### src/hw/rtl/mhtq_pkg.sv
// Package for the min-heap timer queue: payload structs, codes, and the
// command and status types between controller and datapath. No dependencies.
package mhtq_pkg;

	localparam int OP_W      = 2;
	localparam int HANDLE_W  = 10;
	localparam int TIMEOUT_W = 32;
	localparam int NOW_W     = 48;
	localparam int GAP_W     = 48;
	localparam int STATUS_W  = 2;

	localparam int DEF_CAPACITY  = 32;
	localparam int DEF_HANDLES   = 1024;
	localparam int DEF_TIME_BITS = 48;

	// A tick removes at most this many entries.
	localparam int MAX_POPS = 32;
	localparam int POP_W    = $clog2(MAX_POPS + 1);

	typedef enum logic [OP_W-1:0] {
		OP_TICK   = 2'd0,
		OP_ADD    = 2'd1,
		OP_ADJUST = 2'd2,
		OP_NONE   = 2'd3
	} op_t;

	typedef enum logic [STATUS_W-1:0] {
		ST_OK     = 2'd0,
		ST_ABSENT = 2'd1,
		ST_FULL   = 2'd2
	} status_t;

	typedef enum logic {
		KIND_EXPIRED = 1'b0,
		KIND_FINAL   = 1'b1
	} kind_t;

	typedef struct packed {
		logic [OP_W-1:0]      operation;
		logic [HANDLE_W-1:0]  handle;
		logic [TIMEOUT_W-1:0] timeout_ms;
		logic [NOW_W-1:0]     now;
	} item_t;

	typedef struct packed {
		logic                 kind;
		logic [HANDLE_W-1:0]  expired_handle;
		logic [GAP_W-1:0]     time_to_next;
		logic [STATUS_W-1:0]  status;
		logic                 last;
	} result_t;

	typedef enum logic [4:0] {
		CMD_NONE,
		CMD_CLEAR,
		CMD_LOAD,
		CMD_MAP_READ,
		CMD_START_ADJ,
		CMD_START_ADD,
		CMD_SET_ABSENT,
		CMD_SET_FULL,
		CMD_READ_PARENT,
		CMD_MOVE_PARENT,
		CMD_READ_LEFT,
		CMD_LATCH_LEFT,
		CMD_LATCH_RIGHT,
		CMD_MOVE_CHILD,
		CMD_WRITE_E,
		CMD_READ_ROOT,
		CMD_POP_ROOT,
		CMD_READ_LAST,
		CMD_START_DOWN,
		CMD_FINISH
	} cmd_t;

	typedef struct packed {
		logic clr_last;
		logic is_tick;
		logic is_none;
		logic is_adjust;
		logic handle_ok;
		logic hit;
		logic full;
		logic k_zero;
		logic less_parent;
		logic moved;
		logic l_ok;
		logic t_is_k;
		logic pops_left;
		logic due;
		logic count_zero;
	} stat_t;

endpackage

### src/hw/rtl/mhtq_ctrl.sv
// Controller state machine of the timer queue: sequences clearing, lookup,
// sift up, sift down, pops and result transactions. Uses mhtq_pkg.
module mhtq_ctrl (
	input  logic            clk,
	input  logic            arst_n,
	input  logic            in_valid,
	output logic            in_ready,
	output logic            out_valid,
	input  logic            out_ready,
	output mhtq_pkg::cmd_t  cmd,
	input  mhtq_pkg::stat_t stat
);
	import mhtq_pkg::*;

	typedef enum logic [4:0] {
		S_CLEAR,
		S_IDLE,
		S_DISPATCH,
		S_MAP_CHK,
		S_UP_RD,
		S_UP_CMP,
		S_UP_DONE,
		S_DN_L,
		S_DN_LCMP,
		S_DN_RCMP,
		S_DN_DEC,
		S_WRITE_E,
		S_POP_RD,
		S_POP_CHK,
		S_POP_EMIT,
		S_DN_START,
		S_FIN_RD,
		S_FIN_CALC,
		S_FIN_EMIT
	} state_t;

	state_t state_q, state_d;

	assign in_ready  = (state_q == S_IDLE);
	assign out_valid = (state_q == S_POP_EMIT) || (state_q == S_FIN_EMIT);

	always_comb begin
		state_d = state_q;
		cmd     = CMD_NONE;
		case (state_q)
			S_CLEAR: begin
				cmd = CMD_CLEAR;
				if (stat.clr_last) state_d = S_IDLE;
			end
			S_IDLE: begin
				if (in_valid) begin
					cmd     = CMD_LOAD;
					state_d = S_DISPATCH;
				end
			end
			S_DISPATCH: begin
				if (stat.is_tick) begin
					state_d = S_POP_RD;
				end else if (stat.is_none) begin
					state_d = S_FIN_RD;
				end else begin
					cmd     = CMD_MAP_READ;
					state_d = S_MAP_CHK;
				end
			end
			S_MAP_CHK: begin
				if (!stat.handle_ok) begin
					cmd     = CMD_SET_ABSENT;
					state_d = S_FIN_RD;
				end else if (stat.hit) begin
					cmd     = CMD_START_ADJ;
					state_d = S_UP_RD;
				end else if (stat.is_adjust) begin
					cmd     = CMD_SET_ABSENT;
					state_d = S_FIN_RD;
				end else if (stat.full) begin
					cmd     = CMD_SET_FULL;
					state_d = S_FIN_RD;
				end else begin
					cmd     = CMD_START_ADD;
					state_d = S_UP_RD;
				end
			end
			S_UP_RD: begin
				if (stat.k_zero) begin
					state_d = S_UP_DONE;
				end else begin
					cmd     = CMD_READ_PARENT;
					state_d = S_UP_CMP;
				end
			end
			S_UP_CMP: begin
				if (stat.less_parent) begin
					cmd     = CMD_MOVE_PARENT;
					state_d = S_UP_RD;
				end else begin
					state_d = S_UP_DONE;
				end
			end
			S_UP_DONE: begin
				// An entry that did not rise may still have to sink.
				state_d = stat.moved ? S_WRITE_E : S_DN_L;
			end
			S_DN_L: begin
				if (stat.l_ok) begin
					cmd     = CMD_READ_LEFT;
					state_d = S_DN_LCMP;
				end else begin
					state_d = S_WRITE_E;
				end
			end
			S_DN_LCMP: begin
				cmd     = CMD_LATCH_LEFT;
				state_d = S_DN_RCMP;
			end
			S_DN_RCMP: begin
				cmd     = CMD_LATCH_RIGHT;
				state_d = S_DN_DEC;
			end
			S_DN_DEC: begin
				if (stat.t_is_k) begin
					state_d = S_WRITE_E;
				end else begin
					cmd     = CMD_MOVE_CHILD;
					state_d = S_DN_L;
				end
			end
			S_WRITE_E: begin
				cmd     = CMD_WRITE_E;
				state_d = stat.is_tick ? S_POP_RD : S_FIN_RD;
			end
			S_POP_RD: begin
				if (stat.pops_left) begin
					cmd     = CMD_READ_ROOT;
					state_d = S_POP_CHK;
				end else begin
					state_d = S_FIN_RD;
				end
			end
			S_POP_CHK: begin
				if (stat.due) begin
					cmd     = CMD_POP_ROOT;
					state_d = S_POP_EMIT;
				end else begin
					state_d = S_FIN_RD;
				end
			end
			S_POP_EMIT: begin
				// The last entry is fetched while the notice waits.
				cmd = CMD_READ_LAST;
				if (out_ready) state_d = stat.count_zero ? S_POP_RD : S_DN_START;
			end
			S_DN_START: begin
				cmd     = CMD_START_DOWN;
				state_d = S_DN_L;
			end
			S_FIN_RD: begin
				cmd     = CMD_READ_ROOT;
				state_d = S_FIN_CALC;
			end
			S_FIN_CALC: begin
				cmd     = CMD_FINISH;
				state_d = S_FIN_EMIT;
			end
			S_FIN_EMIT: begin
				if (out_ready) state_d = S_IDLE;
			end
			default: begin
				state_d = S_IDLE;
			end
		endcase
	end

	always_ff @(posedge clk or negedge arst_n) begin
		if (!arst_n) begin
			state_q <= S_CLEAR;
		end else begin
			state_q <= state_d;
		end
	end

	a_final_to_idle: assert property (@(posedge clk) disable iff (!arst_n)
		(state_q == S_FIN_EMIT && out_ready) |=> (state_q == S_IDLE))
		else $error("final transaction did not return to idle");

	a_no_accept_in_clear: assert property (@(posedge clk) disable iff (!arst_n)
		(state_q == S_CLEAR) |-> (!in_ready && !out_valid))
		else $error("handshake active during map clear");

	a_load_on_accept: assert property (@(posedge clk) disable iff (!arst_n)
		(cmd == CMD_LOAD) |-> (in_valid && in_ready))
		else $error("item loaded without a transaction");

endmodule
### config.mk
export PLATFORM = sky130hd
export DESIGN_NAME = mhtq_ctrl
export DESIGN_NICKNAME = d
export VERILOG_FILES = /design/src/hw/rtl/mhtq_pkg.sv /design/src/hw/rtl/mhtq_ctrl.sv
export SDC_FILE = /design/constraint.sdc
export NUM_CORES = 1
export LEC_CHECK = 0
export ABC_CLOCK_PERIOD_IN_PS = 3400
export BUFFER_PORTS_ARGS = -buffer_cell sky130_fd_sc_hd__buf_2
export CAP_MARGIN = 20
export CORE_AREA = 5 5 46 48
export CTS_BUF_LIST = sky130_fd_sc_hd__clkbuf_2 sky130_fd_sc_hd__clkbuf_4 sky130_fd_sc_hd__clkbuf_8
export DETAILED_ROUTE_END_ITERATION = 7
export DIE_AREA = 0 0 51 53
export PLACE_DENSITY = 0.92
export SLEW_MARGIN = 20
export SYNTH_ARGS = -nofsm -noshare
export SYNTH_HDL_FRONTEND = slang
export SYNTH_SLANG_ARGS = --single-unit
### constraint.sdc
create_clock -name clk -period 3.4 [get_ports clk]
set_clock_uncertainty 0.2 [all_clocks]
set_input_delay 0.34 -clock clk [delete_from_list [all_inputs] [get_ports clk]]
set_output_delay 0.34 -clock clk [all_outputs]
set_load 0.01 [all_outputs]
==> qor.yml, run 1 <==
cts:
  clk_pin_slew_ps: 40
  cts.sinks: 5
  clockBufferDepth: 2
  numCtsBuffers: 3
  cts_tree: "yes"
  insertion_delay_ps: 250
  cts_max_level: 1
  cts_root_buf: "clkbuf_4"
power:
  peakVddDrop_uv: 454
  p_leak_nw: 0.398
  power_density_nw_per_um2: 854
grt:
  groute.usage.overall_pct: 20.1
  grt_first_pass_wirelength_um: 4170
  grt-ovfl-total: 0
  grt_max_degree: 30
  antenna_found_initial: 0
  grt_pass1_vias: 942
status:
  status: "complete, no violations"
floorplanning:
  die_width_um: 51
  pin_count: 26
  rows: 15
  initial_core_util_pct: 53.2
  dieHeight_um: 53
  core-area_um2: 1670
  die_area_um2: 2700
placed_design:
  port_buffers: 25
  place_congestion: 0.990
  dp_slack_ps: 856
  dpl.hpwl_um: 2000
synthesis:
  ys_top_cells_by_area: "dfrtp_1, a21oi_1, nor2_1"
  synthCells: 122
  syn_area_um2: 888
  synth_edf_count: 0
  ys_types: 49
  ys.flop_type: "dfrtp_1"
  async_flop_share_pct: 100
  yosysTopAreaCell: "dfrtp_1"
  avgSynthCellArea_um2: 7.28
  ys_seq_area_share_pct: 14.1
  syn_nets: 141
  yosysWarnings: 0
  netlist.area_leader.share_pct: 14.1
  synth-seq-cells: 5
setup_path:
  critical_path_class: "reg2out"
  start_kind: "flip-flop"
  critPathMaxStageDelay_ps: 890
  crit_chain: "nand2b_1 -> nor4_1 -> a311oi_1 -> o211ai_1 -> buf_2"
  crit_required_ps: 2860
  critPathSlowestCell: "dfrtp_1"
  worst_ep_arrival_time_ps: 2320
  crit_path_end_kind: "output pin"
  crit_fanout: 29
cells_and_area:
  multiInputGateArea_um2: 667
  n_fill_cell: 146
  insertedDiodeCount: 0
  seq_area_um2: 125
  nets: 162
  area_delta_synth_final_pct: 13.1
  final_cell_mix: "buf_2, nor2_1, a21oi_1"
  reg_top3: "state_q: 5 flops"
  largest_reg_flops: 5
  drive_gt1_share_pct: 26.1
  top_register: "state_q"
  final_common_cell: "buf_2"
timing:
  hold_viol: 0
  slew_violations: 0
  worst_pin_slew_ps: 844
  finalWorstSetupSlack_ps: 539
  setup_viol: 0
  maxSlewHeadroom_pct: 43.7
  fmax_mhz: 350
  finalSetupTns_ps: 0
  min_period_ps: 2860
  rsz0062_at_grt: "no"
  timing.final.crit_share_pct: 84.1
route:
  via_count: 1119
  totalWireLength_um: 2720
  drt_iter0_drc: 87
  routed_via_density: 7.04
  drc: 0
  first_pass_iters: 4
  routedWlPerCell_um: 17.1
  postRouteAntennaNets: 0
worst_hold_path:
  worstHoldPathType: "in2reg"
job:
  max_cap_violations: 0
## synthesized netlist by cell type (all sizes together), types with 3 or more instances
| cell type | count |
|---|---|
| a21oi | 10 |
| a311oi | 3 |
| a32oi | 3 |
| buf | 11 |
| dfrtp | 5 |
| inv | 5 |
| nand2 | 8 |
| nand2b | 4 |
| nand3 | 4 |
| nor2 | 12 |
| nor2b | 3 |
| nor3 | 7 |
| o211ai | 4 |
| o21ai | 6 |
| o31ai | 3 |
## final cells by class
type | count | area share [%]
clock buffer | 4 | 2.99
timing repair buffer | 27 | 14.2
sequential | 5 | 12.5
inverter | 5 | 1.87
multi-input combinational | 101 | 66.4
tap | 17 | 2.12
## layer usage
layer	vias to the layer above	global-route usage, %	wire [um]
met3	19	3.94	291
met5	-	0	0
met2	88	32.0	1230
met1	500	24.5	1050
met4	0	13.0	157
li1	512	-	-
## path summary, 6_finish.rpt
check                                        from                endpoint  slack [ps]  cells past startpoint
max reg2reg                state_q[0]$_DFFE_PN0P_  state_q[2]$_DFFE_PN0P_        1030                      4
min reg2reg                state_q[3]$_DFFE_PN0P_  state_q[1]$_DFFE_PN0P_         800                      4
min                                       stat[3]  state_q[3]$_DFFE_PN0P_         200                      3
max in group asynchronous                  arst_n  state_q[4]$_DFFE_PN0P_        2640                      2
min in group asynchronous                  arst_n  state_q[0]$_DFFE_PN0P_         240                      2
max                        state_q[0]$_DFFE_PN0P_                  cmd[3]         540                      5
## critical path: cells and delay by family (launching register included)
| family | cells | cell delay (ps) |
|---|---|---|
| flip-flops | 1 | 890 |
| AND/OR/NAND/NOR | 2 | 470 |
| buffers and inverters | 1 | 180 |
| AO/OA/AOI/OAI | 2 | 540 |
## through the flow
stage	hold WS (ps)	std cells	cell area [um^2]	power (mW)	util (%)
2_1_floorplan	-156	122	888	0.642	-
3_3_place_gp	-46.8	154	965	0.737	57.8
3_5_place_dp	-42.6	154	965	0.758	57.8
4_1_cts	186	159	1000	0.843	60.1
5_1_grt	194	159	1000	0.916	60.1
6_report	198	159	1000	0.858	60.1
## report_power, final
| group | internal, mW | switching [mW] | total, mW |
|---|---|---|---|
| sequential | 0.0837 | 0.151 | 0.235 |
| clock | 0.0525 | 0.0267 | 0.0792 |
| combinational | 0.247 | 0.297 | 0.544 |
## cell families after synthesis
kind of cell,after synthesis,share of synthesized area (%)
muxes,2,2.25
and+or+nand+nor,54,37.2
AOI/OAI and AO/OA,45,35.6
DFF,5,14.1
buffers and inverters,16,10.8
## repair_timing
| action | 4_1_cts | 5_1_grt |
|---|---|---|
| resized for setup | 0 | 0 |
| setup endpoints to repair | 0 | 0 |
| setup buffers | 0 | 0 |
| hold buffers | 1 | 0 |
| endpoints found under the hold margin | 5 | 0 |
(Power assumes the default switching activity.)
==> run 2: changes to the inputs <==
Settings changed: ABC_CLOCK_PERIOD_IN_PS 3400 to 2710, CORE_AREA 5 5 46 48 to 5 5 43 54, DIE_AREA 0 0 51 53 to 0 0 48 59, PLACE_DENSITY 0.92 to 0.88.
Clock period 3.4 ns to 2.71 ns, I/O delays scaled along.
==> qor.yml, run 2 (synthesis gave the netlist of run 1 again) <==
status:
  status: "complete, no violations"
floorplanning:
  die_area_um2: 2830
  pin_count: 26
  core-area_um2: 1740
  rows: 17
  die_width_um: 48
  initial_core_util_pct: 50.9
  dieHeight_um: 59
power:
  switching_share_pct: 54.0
  p_seq_share_pct: 20.3
  p_int_mw: 0.517
  p_comb_share_pct: 71.0
  switching_power_mw: 0.605
  power_density_nw_per_um2: 1070
  p_total_mw: 1.12
  p_clk_share_pct: 8.6
  peakVddDrop_uv: 501
  p_leak_nw: 0.423
cells_and_area:
  largest_reg_flops: 5
  reg_top3: "state_q: 5 flops"
  area_delta_synth_final_pct: 17.6
  drive_gt1_share_pct: 28.6
  insertedDiodeCount: 0
  stdcell_area_um2: 1040
  final_core_util_pct: 59.9
  top_register: "state_q"
  final_common_cell: "buf_2"
  final_cell_mix: "buf_2, nor2_1, a21oi_1"
  final_cells: 166
  nets: 167
timing:
  rsz0062_at_grt: "no"
  min_period_ps: 2390
  finalWorstSetupSlack_ps: 317
  slew_violations: 0
  finalSetupTns_ps: 0
  hold_viol: 0
  setup_viol: 0
  fmax_mhz: 418
  holdWs_ps: 111
  timing.final.crit_share_pct: 88.3
  worst_pin_slew_ps: 557
  maxSlewHeadroom_pct: 62.5
grt:
  grt_pass1_vias: 999
  grt-ovfl-total: 0
  groute.usage.overall_pct: 20.7
  antenna_found_initial: 0
  grt_max_degree: 17
  grt_first_pass_wirelength_um: 4400
route:
  postRouteAntennaNets: 0
  routedWlPerCell_um: 16.8
  via_count: 1126
  totalWireLength_um: 2790
  drt_iter0_drc: 52
  first_pass_iters: 4
  routed_via_density: 6.78
  drc: 0
cts:
  clk_pin_slew_ps: 40
  cts_max_level: 1
  cts.sinks: 5
  cts_resized: 0
  cts_tree: "yes"
  cts_root_buf: "clkbuf_4"
  post_cts_buffers: 0
  numCtsBuffers: 3
  clockBufferDepth: 2
  insertion_delay_ps: 240
job:
  max_cap_violations: 0
placed_design:
  dp_cells: 161
  dpl.hpwl_um: 2120
  place_congestion: 0.959
  postPlaceCellArea_um2: 1000
  dp_slack_ps: 592
  port_buffers: 25
setup_path:
  critPathSlowestCell: "or4b_1"
  critical_path_class: "reg2out"
  rrSetupSlack_ps: 570
  crit_required_ps: 2240
  critPathMaxStageDelay_ps: 580
  start_kind: "flip-flop"
  crit_fanout: 13
  crit_chain: "or4b_1 -> o21bai_1 -> a21oi_1 -> o211ai_1 -> buf_2"
  crit_path_end_kind: "output pin"
  worst_ep_arrival_time_ps: 1920
worst_hold_path:
  worstHoldPathType: "in2reg"
[run 2: changes by cell type in the layout (fill, tap and decap cells not counted)]
cell,previous run,this run
buf_4,1,6
[run 2: final cells by class]
class / instances / area [um^2]
timing repair buffer: 32 / 180
multi-input combinational: 101 / 667
inverter: 5 / 18.8
sequential: 5 / 125
fill: 168 / 699
tap: 19 / 23.8
clock buffer: 4 / 30.0
[run 2: per-layer routing]
layer  vias to the layer above  GRT usage, %  routed length [um]
met2                        89          31.9                1340
met4                         0          11.5                  93
li1                        519             -                   -
met3                        16          2.74                 311
met1                       502          26.6                1040
met5                         -             0                   0
[run 2: path summary, 6_finish.rpt]
path / start / end / depth (start not counted)
max: state_q[3]$_DFFE_PN0P_ / cmd[0] / 5
min: stat[3] / state_q[3]$_DFFE_PN0P_ / 3
max reg2reg: state_q[0]$_DFFE_PN0P_ / state_q[2]$_DFFE_PN0P_ / 5
min reg2reg: state_q[1]$_DFFE_PN0P_ / state_q[4]$_DFFE_PN0P_ / 2
max in group asynchronous: arst_n / state_q[2]$_DFFE_PN0P_ / 2
min in group asynchronous: arst_n / state_q[0]$_DFFE_PN0P_ / 2
[run 2: what timing repair did]
action / in CTS / in global routing
endpoints found under the setup margin: 0 / 0
hold buffers: 1 / 0
hold endpoints to repair: 5 / 0
[run 2: power groups by stage]
stage          Clock, mW  Combinational [mW]  Sequential (mW)
2_1_floorplan          0               0.669            0.137
3_3_place_gp           0               0.761            0.221
3_5_place_dp           0               0.782            0.223
4_1_cts           0.0989               0.784            0.224
5_1_grt            0.106               0.864            0.238
6_report          0.0969               0.797            0.228
[run 2: worst max-delay path, delay by kind of cell (launching register included)]
kind | cells | cell delay, ps
AOI/OAI and AO/OA | 3 | 380
buffers and inverters | 1 | 160
DFF | 1 | 550
and+or+nand+nor | 1 | 580
